File: src/design/epq_pkg.sv
// Shared constants, types and helpers of the entry pool with linked queues.
`timescale 1ns / 1ps

package epq_pkg;

    localparam int NUM_ENTRIES = 32;
    localparam int IDX_W       = $clog2(NUM_ENTRIES);
    localparam int LINK_W      = $clog2(NUM_ENTRIES + 1);
    localparam int OP_W        = 3;
    localparam int TAIL_W      = 6;
    localparam int ENT_W       = 5;
    localparam int WQ_DEPTH    = 4;
    localparam int WQ_W        = $clog2(WQ_DEPTH);

    typedef logic [LINK_W-1:0] t_link;
    typedef logic [IDX_W-1:0]  t_idx;

    localparam t_link NONE = LINK_W'(NUM_ENTRIES);

    typedef enum logic [OP_W-1:0] {
        OP_ALLOC    = 3'd0,
        OP_FREE     = 3'd1,
        OP_INSERT   = 3'd2,
        OP_REM_HEAD = 3'd3,
        OP_OUT      = 3'd4,
        OP_HEAD     = 3'd5,
        OP_INIT     = 3'd6
    } t_op;

    typedef struct packed {
        logic  en;
        logic  to_prev;
        t_idx  addr;
        t_link data;
    } t_wr;

    typedef struct packed {
        t_idx rd_addr;
        t_wr  wr;
        logic clr;
    } t_lk_cmd;

    typedef struct packed {
        t_link nxt;
        t_link prv;
    } t_lk_rd;

    typedef struct packed {
        t_op   op;
        t_link tail;
        logic  ent_ok;
        t_link ent;
    } t_req;

    typedef struct packed {
        t_link tail;
        t_link entry;
    } t_res;

    function automatic logic is_idx(t_link v);
        return v < NONE;
    endfunction

    // Build a link write; a target outside the pool is dropped.
    function automatic t_wr mk_wr(logic to_prev, t_link addr, t_link data);
        t_wr w;
        w.en      = is_idx(addr);
        w.to_prev = to_prev;
        w.addr    = addr[IDX_W-1:0];
        w.data    = data;
        return w;
    endfunction

endpackage

File: src/design/epq_if.sv
// Valid/ready channel interfaces for the request and result words.
`timescale 1ns / 1ps

interface epq_in_if;
    import epq_pkg::*;
    logic              valid;
    logic              ready;
    logic [OP_W-1:0]   op;
    logic [TAIL_W-1:0] tail_in;
    logic [ENT_W-1:0]  entry_in;
    modport source (output valid, op, tail_in, entry_in, input ready);
    modport sink   (input valid, op, tail_in, entry_in, output ready);
endinterface

interface epq_out_if;
    import epq_pkg::*;
    logic              valid;
    logic              ready;
    logic [TAIL_W-1:0] tail_out;
    logic [TAIL_W-1:0] entry_out;
    modport source (output valid, tail_out, entry_out, input ready);
    modport sink   (input valid, tail_out, entry_out, output ready);
endinterface

File: src/design/epq_link_store.sv
// Next and prev link memories with per-entry valid bits and registered reads.
`timescale 1ns / 1ps

module epq_link_store (
    input  logic             i_clk,
    input  logic             i_rst_n,
    input  epq_pkg::t_lk_cmd i_cmd,
    output epq_pkg::t_lk_rd  o_rd
);
    import epq_pkg::*;

    t_link                  r_next_mem [NUM_ENTRIES];
    t_link                  r_prev_mem [NUM_ENTRIES];
    logic [NUM_ENTRIES-1:0] r_next_vld;
    logic [NUM_ENTRIES-1:0] r_prev_vld;
    t_link                  r_next_q;
    t_link                  r_prev_q;
    logic                   r_next_vq;
    logic                   r_prev_vq;
    t_idx                   r_addr_q;

    always_ff @(posedge i_clk) begin
        if (i_cmd.wr.en) begin
            if (i_cmd.wr.to_prev) begin
                r_prev_mem[i_cmd.wr.addr] <= i_cmd.wr.data;
            end else begin
                r_next_mem[i_cmd.wr.addr] <= i_cmd.wr.data;
            end
        end
        r_next_q  <= r_next_mem[i_cmd.rd_addr];
        r_prev_q  <= r_prev_mem[i_cmd.rd_addr];
        r_next_vq <= r_next_vld[i_cmd.rd_addr];
        r_prev_vq <= r_prev_vld[i_cmd.rd_addr];
        r_addr_q  <= i_cmd.rd_addr;
    end

    // An unwritten entry reads as its reset link.
    always_ff @(posedge i_clk) begin
        if (!i_rst_n || i_cmd.clr) begin
            r_next_vld <= '0;
            r_prev_vld <= '0;
        end else if (i_cmd.wr.en) begin
            if (i_cmd.wr.to_prev) begin
                r_prev_vld[i_cmd.wr.addr] <= 1'b1;
            end else begin
                r_next_vld[i_cmd.wr.addr] <= 1'b1;
            end
        end
    end

    assign o_rd.nxt = r_next_vq ? r_next_q : LINK_W'(r_addr_q) + LINK_W'(1);
    assign o_rd.prv = r_prev_vq ? r_prev_q : NONE;

endmodule

File: src/design/epq_ctrl.sv
// Sequencer: steps each op through reads, a list walk and queued link writes.
`timescale 1ns / 1ps

module epq_ctrl (
    input  logic             i_clk,
    input  logic             i_rst_n,
    input  logic             i_start,
    input  epq_pkg::t_req    i_req,
    input  logic             i_out_free,
    input  epq_pkg::t_lk_rd  i_rd,
    output epq_pkg::t_lk_cmd o_cmd,
    output logic             o_idle,
    output logic             o_done,
    output epq_pkg::t_res    o_res
);
    import epq_pkg::*;

    typedef enum logic [10:0] {
        S_IDLE = 11'b00000000001,
        S_DEC  = 11'b00000000010,
        S_RD   = 11'b00000000100,
        S_USE  = 11'b00000001000,
        S_URD  = 11'b00000010000,
        S_UUSE = 11'b00000100000,
        S_WALK = 11'b00001000000,
        S_WRD  = 11'b00010000000,
        S_WUSE = 11'b00100000000,
        S_WR   = 11'b01000000000,
        S_FIN  = 11'b10000000000
    } t_state;

    t_state          r_state, n_state;
    t_op             r_op, n_op;
    t_link           r_tail, n_tail;
    t_link           r_ent, n_ent;
    logic            r_ent_ok, n_ent_ok;
    t_link           r_fh, n_fh;
    t_link           r_res, n_res;
    t_link           r_cur, n_cur;
    t_link           r_cnt, n_cnt;
    t_idx            r_addr, n_addr;
    t_wr             r_wq [WQ_DEPTH];
    t_wr             n_wq [WQ_DEPTH];
    logic [WQ_W-1:0] r_wi, n_wi;
    t_link           ins_link;

    // Insert links next of the new tail's prev; if the entry is the old tail
    // itself, that prev was just overwritten with the entry.
    assign ins_link = (r_tail == r_ent) ? r_ent : i_rd.prv;

    always_comb begin
        n_state  = r_state;
        n_op     = r_op;
        n_tail   = r_tail;
        n_ent    = r_ent;
        n_ent_ok = r_ent_ok;
        n_fh     = r_fh;
        n_res    = r_res;
        n_cur    = r_cur;
        n_cnt    = r_cnt;
        n_addr   = r_addr;
        n_wi     = r_wi;
        for (int k = 0; k < WQ_DEPTH; k++) begin
            n_wq[k] = r_wq[k];
        end
        o_cmd.rd_addr = r_addr;
        o_cmd.wr      = '0;
        o_cmd.clr     = 1'b0;
        o_done        = 1'b0;

        case (r_state)
            S_IDLE: begin
                if (i_start) begin
                    n_op     = i_req.op;
                    n_tail   = i_req.tail;
                    n_ent    = i_req.ent;
                    n_ent_ok = i_req.ent_ok;
                    n_res    = NONE;
                    n_state  = S_DEC;
                end
            end
            S_DEC: begin
                for (int k = 0; k < WQ_DEPTH; k++) begin
                    n_wq[k] = '0;
                end
                n_wi    = '0;
                n_state = S_FIN;
                case (r_op)
                    OP_ALLOC: begin
                        if (is_idx(r_fh)) begin
                            n_addr  = r_fh[IDX_W-1:0];
                            n_state = S_RD;
                        end
                    end
                    OP_FREE: begin
                        if (r_ent_ok) begin
                            n_wq[0] = mk_wr(1'b0, r_ent, r_fh);
                            n_fh    = r_ent;
                            n_state = S_WR;
                        end
                    end
                    OP_INSERT: begin
                        if (r_ent_ok) begin
                            if (r_tail == NONE) begin
                                n_wq[0] = mk_wr(1'b0, r_ent, r_ent);
                                n_wq[1] = mk_wr(1'b1, r_ent, r_ent);
                                n_tail  = r_ent;
                                n_state = S_WR;
                            end else begin
                                n_addr  = r_tail[IDX_W-1:0];
                                n_state = S_RD;
                            end
                        end
                    end
                    OP_REM_HEAD, OP_HEAD: begin
                        if (r_tail != NONE) begin
                            n_addr  = r_tail[IDX_W-1:0];
                            n_state = S_RD;
                        end
                    end
                    OP_OUT: begin
                        if (r_tail != NONE && r_ent_ok) begin
                            n_cur   = r_tail;
                            n_cnt   = '0;
                            n_state = S_WALK;
                        end
                    end
                    OP_INIT: begin
                        o_cmd.clr = 1'b1;
                        n_fh      = '0;
                        n_tail    = NONE;
                    end
                    default: begin
                    end
                endcase
            end
            S_RD: begin
                n_state = S_USE;
            end
            S_USE: begin
                n_state = S_FIN;
                case (r_op)
                    OP_ALLOC: begin
                        n_res   = r_fh;
                        n_fh    = i_rd.nxt;
                        n_wq[0] = mk_wr(1'b0, r_fh, NONE);
                        n_wq[1] = mk_wr(1'b1, r_fh, NONE);
                        n_state = S_WR;
                    end
                    OP_INSERT: begin
                        n_wq[0] = mk_wr(1'b0, r_ent, r_tail);
                        n_wq[1] = mk_wr(1'b1, r_ent, i_rd.prv);
                        n_wq[2] = mk_wr(1'b1, r_tail, r_ent);
                        n_wq[3] = mk_wr(1'b0, ins_link, r_ent);
                        n_tail  = r_ent;
                        n_state = S_WR;
                    end
                    OP_REM_HEAD: begin
                        if (is_idx(i_rd.prv)) begin
                            n_res = i_rd.prv;
                            if (i_rd.prv == r_tail) begin
                                n_tail = NONE;
                            end else begin
                                n_addr  = i_rd.prv[IDX_W-1:0];
                                n_state = S_URD;
                            end
                        end
                    end
                    OP_HEAD: begin
                        n_res = is_idx(i_rd.prv) ? i_rd.prv : NONE;
                    end
                    default: begin
                    end
                endcase
            end
            S_URD: begin
                n_state = S_UUSE;
            end
            S_UUSE: begin
                // unlink: next of prev gets next, prev of next gets prev
                n_wq[0] = mk_wr(1'b0, i_rd.prv, i_rd.nxt);
                n_wq[1] = mk_wr(1'b1, i_rd.nxt, i_rd.prv);
                n_state = S_WR;
                if (r_op == OP_OUT) begin
                    n_res = r_ent;
                    if (r_cur == r_tail) begin
                        if (i_rd.nxt == r_cur) begin
                            n_tail  = NONE;
                            n_wq[0] = '0;
                            n_wq[1] = '0;
                        end else begin
                            n_tail = is_idx(i_rd.nxt) ? i_rd.nxt : NONE;
                        end
                    end
                end
            end
            S_WALK: begin
                if (r_cnt == LINK_W'(NUM_ENTRIES) || !is_idx(r_cur)) begin
                    n_state = S_FIN;
                end else begin
                    n_addr  = r_cur[IDX_W-1:0];
                    n_state = (r_cur == r_ent) ? S_URD : S_WRD;
                end
            end
            S_WRD: begin
                n_state = S_WUSE;
            end
            S_WUSE: begin
                n_cur   = i_rd.nxt;
                n_cnt   = r_cnt + LINK_W'(1);
                n_state = (i_rd.nxt == r_tail) ? S_FIN : S_WALK;
            end
            S_WR: begin
                o_cmd.wr = r_wq[r_wi];
                n_wi     = r_wi + WQ_W'(1);
                if (r_wi == WQ_W'(WQ_DEPTH - 1)) begin
                    n_state = S_FIN;
                end
            end
            S_FIN: begin
                // hold the result until the output register is free
                if (i_out_free) begin
                    o_done  = 1'b1;
                    n_state = S_IDLE;
                end
            end
            default: begin
                n_state = S_IDLE;
            end
        endcase
    end

    always_ff @(posedge i_clk) begin
        if (!i_rst_n) begin
            r_state <= S_IDLE;
            r_fh    <= '0;
        end else begin
            r_state <= n_state;
            r_fh    <= n_fh;
        end
    end

    always_ff @(posedge i_clk) begin
        r_op     <= n_op;
        r_tail   <= n_tail;
        r_ent    <= n_ent;
        r_ent_ok <= n_ent_ok;
        r_res    <= n_res;
        r_cur    <= n_cur;
        r_cnt    <= n_cnt;
        r_addr   <= n_addr;
        r_wi     <= n_wi;
        for (int k = 0; k < WQ_DEPTH; k++) begin
            r_wq[k] <= n_wq[k];
        end
    end

    assign o_idle      = (r_state == S_IDLE);
    assign o_res.tail  = r_tail;
    assign o_res.entry = r_res;

endmodule

File: src/design/entry_pool_with_linked_queues.sv
// Entry pool with a free list and circular doubly linked queues.
//
// Request channel i_in carries op, tail_in and entry_in; result channel o_out
// returns tail_out and entry_out, one result word for every request word.
// The caller keeps each queue's tail handle and passes it in with every op;
// the code NUM_ENTRIES (32) means an empty queue or no entry.
// One request is worked at a time; ready stays low from acceptance until its
// result is loaded into the output register. All link traffic goes through
// one read and one write port of the link store, under a small sequencer.
// Out walks the queue from its tail with one link read per visited entry and
// stops after NUM_ENTRIES entries, at a none link or back at the tail.
// The output register lets a new request in while a result waits; a stalled
// receiver only holds back the next result, not the work on the request.
// Reset (and the init op) returns every link to its reset value at once
// through per-entry valid bits, so no clearing pass follows reset.
`timescale 1ns / 1ps

module entry_pool_with_linked_queues (
    input logic        i_clk,
    input logic        i_rst_n,
    epq_in_if.sink     i_in,
    epq_out_if.source  o_out
);
    import epq_pkg::*;

    t_req    req;
    t_res    res;
    t_lk_cmd cmd;
    t_lk_rd  rd;
    logic    start;
    logic    idle;
    logic    done;
    logic    out_free;
    logic    r_o_vld;
    t_res    r_o_data;

    assign i_in.ready = idle;
    assign start      = i_in.valid && idle;

    // Out-of-range tails are an empty queue.
    assign req.op     = t_op'(i_in.op);
    assign req.tail   = (32'(i_in.tail_in) >= NUM_ENTRIES) ? NONE : LINK_W'(i_in.tail_in);
    assign req.ent_ok = 32'(i_in.entry_in) < NUM_ENTRIES;
    assign req.ent    = LINK_W'(i_in.entry_in);

    assign out_free = !r_o_vld || o_out.ready;

    epq_ctrl u_ctrl (
        .i_clk      (i_clk),
        .i_rst_n    (i_rst_n),
        .i_start    (start),
        .i_req      (req),
        .i_out_free (out_free),
        .i_rd       (rd),
        .o_cmd      (cmd),
        .o_idle     (idle),
        .o_done     (done),
        .o_res      (res)
    );

    epq_link_store u_store (
        .i_clk   (i_clk),
        .i_rst_n (i_rst_n),
        .i_cmd   (cmd),
        .o_rd    (rd)
    );

    always_ff @(posedge i_clk) begin
        if (!i_rst_n) begin
            r_o_vld <= 1'b0;
        end else if (done) begin
            r_o_vld <= 1'b1;
        end else if (o_out.ready) begin
            r_o_vld <= 1'b0;
        end
    end

    always_ff @(posedge i_clk) begin
        if (done) begin
            r_o_data <= res;
        end
    end

    assign o_out.valid     = r_o_vld;
    assign o_out.tail_out  = TAIL_W'(r_o_data.tail);
    assign o_out.entry_out = TAIL_W'(r_o_data.entry);

    a_busy_after_accept: assert property (
        @(posedge i_clk) disable iff (!i_rst_n) start |=> !i_in.ready
    ) else $error("request taken while a request is in work");

    a_done_into_free_reg: assert property (
        @(posedge i_clk) disable iff (!i_rst_n) done |-> out_free
    ) else $error("result loaded over an untaken result word");

    a_idle_after_done: assert property (
        @(posedge i_clk) disable iff (!i_rst_n) done |=> i_in.ready
    ) else $error("sequencer not idle after finishing");

    a_result_range: assert property (
        @(posedge i_clk) disable iff (!i_rst_n)
        r_o_vld |-> (r_o_data.tail <= NONE && r_o_data.entry <= NONE)
    ) else $error("result handle outside the pool");

endmodule

File: src/flat_wrapper.sv
// flat-port wrapper written by rule: the top's interface ports become plain ports
module entry_pool_with_linked_queues_flat import epq_pkg::*;
  (i_clk, i_rst_n, i_in_valid, i_in_op, i_in_tail_in, i_in_entry_in, i_in_ready, o_out_valid, o_out_tail_out, o_out_entry_out, o_out_ready);
  epq_in_if i_in_i ();
  epq_out_if o_out_i ();
  input logic i_clk;
  input logic i_rst_n;
  input wire logic [$bits(i_in_i.valid)-1:0] i_in_valid;
  input wire logic [$bits(i_in_i.op)-1:0] i_in_op;
  input wire logic [$bits(i_in_i.tail_in)-1:0] i_in_tail_in;
  input wire logic [$bits(i_in_i.entry_in)-1:0] i_in_entry_in;
  output wire logic [$bits(i_in_i.ready)-1:0] i_in_ready;
  output wire logic [$bits(o_out_i.valid)-1:0] o_out_valid;
  output wire logic [$bits(o_out_i.tail_out)-1:0] o_out_tail_out;
  output wire logic [$bits(o_out_i.entry_out)-1:0] o_out_entry_out;
  input wire logic [$bits(o_out_i.ready)-1:0] o_out_ready;
  assign i_in_i.valid = i_in_valid;
  assign i_in_i.op = i_in_op;
  assign i_in_i.tail_in = i_in_tail_in;
  assign i_in_i.entry_in = i_in_entry_in;
  assign i_in_ready = i_in_i.ready;
  assign o_out_valid = o_out_i.valid;
  assign o_out_tail_out = o_out_i.tail_out;
  assign o_out_entry_out = o_out_i.entry_out;
  assign o_out_i.ready = o_out_ready;
  entry_pool_with_linked_queues u_core (.i_clk(i_clk), .i_rst_n(i_rst_n), .i_in(i_in_i), .o_out(o_out_i));
endmodule
File: config.mk
export PLATFORM = sky130hd
export DESIGN_NAME = entry_pool_with_linked_queues_flat
export DESIGN_NICKNAME = d
export VERILOG_FILES = /design/src/design/epq_pkg.sv /design/src/design/epq_if.sv /design/src/design/epq_link_store.sv /design/src/design/epq_ctrl.sv /design/src/design/entry_pool_with_linked_queues.sv /design/src/flat_wrapper.sv
export SDC_FILE = /design/constraint.sdc
export NUM_CORES = 1
export LEC_CHECK = 0
export BUFFER_PORTS_ARGS = -buffer_cell sky130_fd_sc_hd__buf_4
export CAP_MARGIN = 20
export CORE_ASPECT_RATIO = 1.25
export CORE_MARGIN = 2
export CORE_UTILIZATION = 29
export CTS_BUF_LIST = sky130_fd_sc_hd__clkbuf_16
export CTS_CLUSTER_DIAMETER = 50
export CTS_CLUSTER_SIZE = 10
export DETAILED_ROUTE_END_ITERATION = 8
export HOLD_SLACK_MARGIN = 0.08
export PLACE_DENSITY = 0.44
export SLEW_MARGIN = 10
export SYNTH_ARGS = -nofsm -noshare
export SYNTH_HDL_FRONTEND = slang
export SYNTH_SLANG_ARGS = --single-unit
File: constraint.sdc
create_clock -name i_clk -period 6.16 [get_ports i_clk]
set_clock_uncertainty 0.15 [all_clocks]
set_input_delay 1.232 -clock i_clk [delete_from_list [all_inputs] [get_ports i_clk]]
set_output_delay 1.232 -clock i_clk [all_outputs]
set_load 0.005 [all_outputs]
## Word-level counts from Yosys, hierarchy flattened

Memory sizes are Yosys's and may differ from the RTL's. A register that Yosys moved wholly into a read port is not among the register bits.
Cells that the tools add are included.

| storage, ports and cells | value |
|---|---|
| flip-flop bits (word level) | 140 |
| latch bits | 0 |
| bits in writable memories | 436 |
| bits in read-only memories | 0 |
| memories | 3 |

Memories:

| memory | depth | width | read ports | clocked after memory_dff | write ports | line | RTL |
|---|---|---|---|---|---|---|---|
| u_core.u_store.r_next_mem | 32 | 6 | 1 | 1 | 1 | epq_link_store.sv:12 | `t_link r_next_mem [NUM_ENTRIES];` |
| u_core.u_store.r_prev_mem | 32 | 6 | 1 | 1 | 1 | epq_link_store.sv:13 | `t_link r_prev_mem [NUM_ENTRIES];` |
| u_core.u_ctrl.r_wq | 4 | 13 | 1 | 1 | 4 | epq_ctrl.sv:42 | `t_wr r_wq [WQ_DEPTH];` |

| cells by class | value |
|---|---|
| add/subtract/negate cells | 3 |
| multipliers | 0 |
| div/mod/pow operators | 0 |
| order comparisons | 11 |
| equal/unequal tests | 54 |
| shift operators | 0 |
| muxes and demuxes | 85 |
| bitwise logic cells | 3 |
| reduce and logical (&&, ||, !) cells | 29 |

Operators by type and width:

| operator | count |
|---|---|
| $mux 26 | 5 |
| $mux 6 | 21 |
| $pmux 11 s11 | 1 |
| $mux 11 | 10 |
| $pmux 26 s2 | 2 |
| $pmux 26 s3 | 1 |
| $pmux 6 s2 | 6 |
| $or 32x32->32 | 2 |
| $pmux 11 s5 | 1 |
| $lt 6x6->1 const B | 6 |
| $pmux 6 s3 | 2 |
| $mux 5 | 7 |
| $pmux 5 s3 | 2 |
| $mux 13 | 2 |
| $pmux 13 s2 | 1 |
| $eq 6x6->1 | 4 |
| $ne 3x3->1 const B | 8 |
| $pmux 6 s4 | 1 |
| $pmux 11 s2 | 1 |
| $ne 2x2->1 const B | 10 |
| $lt 5x6->1 const B | 3 |
| $reduce_and 9->1 | 2 |
| $mux 1 | 15 |
| $eq 6x5->1 | 2 |
| other kinds (43) | 70 |

## Logic depth before layout (Yosys ltp)

| depth | value |
|---|---|
| word-level depth | 8 |
| depth in mapped cells | 9 |
| gate-level depth less buffers | 8 |

## Cells and area by module

From an unflattened synthesis, not the netlist that was laid out.

| unflattened totals | value |
|---|---|
| cell total of the unflattened synthesis | 1826 |
| area total of the unflattened synthesis | 25046.5 µm² |

Modules (own cells, without submodules):

| module | instances | cells an instance | area an instance (µm²) | seq. area each (µm²) |
|---|---|---|---|---|
| epq_link_store | 1 | 1153 | 18308.8 | 13192.7 |
| epq_ctrl | 1 | 648 | 6279.8 | 2932.8 |
| entry_pool_with_linked_queues | 1 | 25 | 457.9 | 380.4 |

## Least setup slack after synthesis

OpenSTA, ideal clock, no wires.

| path | value |
|---|---|
| path type | register -> register |
| from | reg u_core.u_ctrl.r_state[0] |
| to | mem u_core.u_store.r_next_mem[0][5] (netlist bit) (data pin) |
| arrival | 3.791 ns |
| data required time | 5.329 ns |
| slack | 1.538 ns |
| stages on the path, launching flop included | 7 |
| path through | dfxtp_1 nor2_1 nand3_1 or2_1 buf_2 buf_1 nor3_1 |

RTL lines:

| item | line | RTL |
|---|---|---|
| start, declared | epq_ctrl.sv:32 | `t_state r_state, n_state;` |
| start signal, assigned | epq_ctrl.sv:238 | `r_state <= n_state;` |
| end, declared | epq_link_store.sv:12 |  |

==> insert_results.sql <==
INSERT INTO impl_metrics (metric_group, metric, value, unit) VALUES
('synth', 'synth.top_cells.by_area', 'edfxtp_1, mux4_2, dfxtp_1', ''),
('drt', 'dr.first_iter.drc_count', '1090', ''),
('critical_path', 'worstSetupStartpointType', 'flip-flop', ''),
('floorplanning', 'ios', '32', ''),
('drt', 'num_vias', '13300', ''),
('timing', 'grt_setup_unrepaired', 'false', ''),
('final_layout', 'drive_gt1_share', '20.7', '%'),
('clock_tree', 'cts_resized', '0', ''),
('final_layout', 'layout.area.seq', '16400', 'um^2'),
('critical_path', 'critical-path-slowest-cell', 'dfxtp_1', ''),
('grt', 'antenna_found_initial', '0', ''),
('timing', 'fmaxAchievable', '0.272', 'GHz'),
('floorplanning', 'floorplan.die.height', '327', 'um'),
('timing', 'timing_hold_violations_final', '0', ''),
('clock_tree', 'h-tree-depth', '3', ''),
('pwr', 'total_leakage_power', '9.68', 'nW'),
('place', 'place.detailed.hpwl', '42.1', 'mm'),
('grt', 'grt_first_pass_wirelength', '97.5', 'mm'),
('synth', 'netlist_top_cells_count', 'edfxtp_1, nor2_1, mux4_2', ''),
('critical_path', 'cp_data_required_time', '6.33', 'ns'),
('synth', 'synth_most_common_cell', 'edfxtp_1', ''),
('grt', 'first_global_vias', '13900', ''),
('clock_tree', 'cts_buffers', '71', ''),
('timing', 'min_period_over_period', '59.7', '%'),
('synth', 'netlist_area', '24200', 'um^2'),
('critical_path', 'setup.worst_path.end_class', 'flip-flop', ''),
('clock_tree', 'cts_hold_buf', '0', ''),
('timing', 'max-slew-margin-rel', '27.2', '%'),
('final_layout', 'n_fill_cell', '7951', ''),
('critical_path', 'crit_buf_inv', '0', ''),
('clock_tree', 'clock_path_buffers', '3', ''),
('critical_path', 'critPathTopFamily', 'compound AO/OA/AOI/OAI gates', ''),
('grt', 'gr-total-overflow', '0', ''),
('outcome', 'run_status', 'complete, no violations', ''),
('worst_hold_path', 'class_of_the_most_critical_hold_timing_path', 'flip-flop to flip-flop', ''),
('clock_tree', 'clkSinkCount', '581', ''),
('synth', 'postSynth.asyncResetShare', '0', '%'),
('synth', 'syn_inst', '1488', ''),
('place', 'port_buffers', '31', ''),
('timing', 'slew_viol_final', '0', ''),
('floorplanning', 'placementRows', '118', ''),
('grt', 'global_route.usage.total', '15.6', '%'),
('synth', 'synthDistinctLibCells', '70', ''),
('job', 'drv.max_cap_violation_count', '0', ''),
('drt', 'detailed_routing_iterations_pass_1', '5', ''),
('final_layout', 'multi_input_gate_area', '7290', 'um^2'),
('final_layout', 'antenna-diode-count', '0', ''),
('timing', 'finalCriticalPeriod', '3.68', 'ns'),
('synth', 'ys_ff_latch', '581', ''),
('final_layout', 'finish.net_count', '1554', ''),
('clock_tree', 'cts.repair_timing.setup_buffer_count', '0', ''),
('clock_tree', 'clock_slew_seen_by_the_registers_of_the_worst_setup_and_hold_paths', '0.05', 'ns'),
('critical_path', 'timing.critical_path.arrival', '3.85', 'ns'),
('floorplanning', 'die_area', '85600', 'um^2'),
('timing', 'timing.setup.tns', '0', 'ns'),
('synth', 'synth_enable_flop_cells', '478', ''),
('synth', 'synth_ff_type', 'edfxtp_1', ''),
('critical_path', 'critPathMaxFanout', '20', ''),
('floorplanning', 'coreArea', '82700', 'um^2'),
('synth', 'yosys_warnings', '0', ''),
('pwr', 'irDropWorstVdd', '0.174', 'mV'),
('critical_path', 'critPathMaxStageDelay', '0.77', 'ns'),
('place', 'routabilityCongestion', '0.850', ''),
('floorplanning', 'floorplan.initialDensity', '29.2', '%'),
('drt', 'route.detailed.drc', '0', ''),
('drt', 'postRouteWirelength', '65.7', 'mm'),
('critical_path', 'worstSetupPathType', 'flip-flop to flip-flop', ''),
('critical_path', 'crit_path_cell_trace', 'mux2i_4 -> xor2_1 -> nand4b_1 -> nor4_2 -> a21o_1 -> a21boi_2 -> o21ai_0', ''),
('synth', 'post_synth.cell_area_avg', '16.2', 'um^2'),
('floorplanning', 'die_w', '262', 'um'),
('clock_tree', 'worstSkewPairLatency', '0.61', 'ns');
==> cells in the final DEF (no fill, tap or decap), types with 4 or more instances in the layout <==
master / count
xor2_1: 25
ha_1: 4
o21bai_1: 5
o22ai_1: 10
nor2_4: 6
and3_1: 8
nor3_1: 18
o21a_1: 67
a22oi_1: 11
inv_1: 58
buf_4: 55
nand2b_1: 6
mux4_2: 146
nor4_1: 6
a32oi_1: 7
nand2_1: 63
mux2i_1: 17
a21oi_1: 43
mux2_2: 16
a22o_1: 5
a31oi_1: 7
o21ai_0: 50
clkbuf_16: 74
nand3_1: 27
nand4b_1: 5
o21ai_1: 5
and2_1: 7
dfxtp_1: 103
nor2b_1: 23
edfxtp_1: 478
xnor2_1: 18
clkinv_1: 4
nor2_1: 150
==> layer usage <==
layer / up-vias / share of wire [%] / GRT usage [%]
met2: 314 / 51 / 26.8
met5: - / 0 / 0
met1: 6967 / 42 / 19.9
met4: 0 / 2.5 / 5.00
li1: 5914 / - / -
met3: 98 / 4.3 / 2.42
==> flip-flops by register name (all words and copies together) (netlist names), named ones only <==
signal,cells
u_core.u_store.r_next_mem,192
u_core.u_store.r_prev_mem,192
u_core.u_ctrl.r_wq,43
u_core.u_store.r_next_vld,32
u_core.u_store.r_prev_vld,32
u_core.u_ctrl.r_state,11
u_core.o_out.entry_out,6
u_core.o_out.tail_out,6
u_core.u_ctrl.r_cnt,6
u_core.u_ctrl.r_cur,6
u_core.u_ctrl.r_fh,6
u_core.u_ctrl.r_res,6
u_core.u_ctrl.r_tail,6
u_core.u_store.r_next_q,6
u_core.u_store.r_prev_q,6
u_core.u_ctrl.r_addr,5
u_core.u_ctrl.r_ent,5
u_core.u_store.r_addr_q,5
u_core.u_ctrl.r_op,3
u_core.u_ctrl.r_wi,2
u_core.o_out.valid,1
u_core.u_store.r_next_vq,1
u_core.u_store.r_prev_vq,1
==> through the flow <==
step	cells	worst slack [ns]	util (%)	hold slack, ns	cell area [um^2]
after CTS	2665	2.45	33.5	0.270	27700
final	2668	2.48	33.5	0.269	27700
after detailed placement	2536	2.49	30.9	0.259	25500
after global placement	2536	2.48	30.9	0.266	25500
after global routing	2668	2.30	33.5	0.293	27700
after floorplan	1488	1.54	-	0.196	24200
==> power by group <==
part           internal, W  total, W  switching (W)
combinational     0.000167  0.000448       0.000281
sequential         0.00428   0.00436      0.0000850
clock              0.00218   0.00379        0.00161
==> cell type report <==
class	count	share of cell area (%)
inverters	17	0.230
repair buffers	58	1.68
flip-flops and latches	581	59.2
clock inverters	55	1.02
multi-input cells	803	26.3
clock buffers	74	6.68
well taps	1080	4.87
==> cell families (layout without fill, tap and decap cells) <==
group | Yosys count | count (layout) | share of synthesized area, %
flops | 581 | 581 | 68.0
mux | 181 | 181 | 15.2
compound gates | 231 | 231 | 6.32
buf+inv | 104 | 204 | 2.10
simple gates | 344 | 344 | 6.64
fa+ha+maj | 4 | 4 | 0.207
xor+xnor | 43 | 43 | 1.56
==> worst paths after layout <==
check	from	to	slack, ns	cells after the start
max	u_core.u_store.r_next_vq	u_core.u_ctrl.r_wq[1][0]	2.48	7
min	u_core.u_ctrl.r_res[1]	u_core.o_out.entry_out[1]	0.27	0
max reg2reg	u_core.u_store.r_next_vq	u_core.u_ctrl.r_wq[1][0]	2.48	7
min reg2reg	u_core.u_ctrl.r_res[1]	u_core.o_out.entry_out[1]	0.27	0
Power figures use the tool's default switching activity.
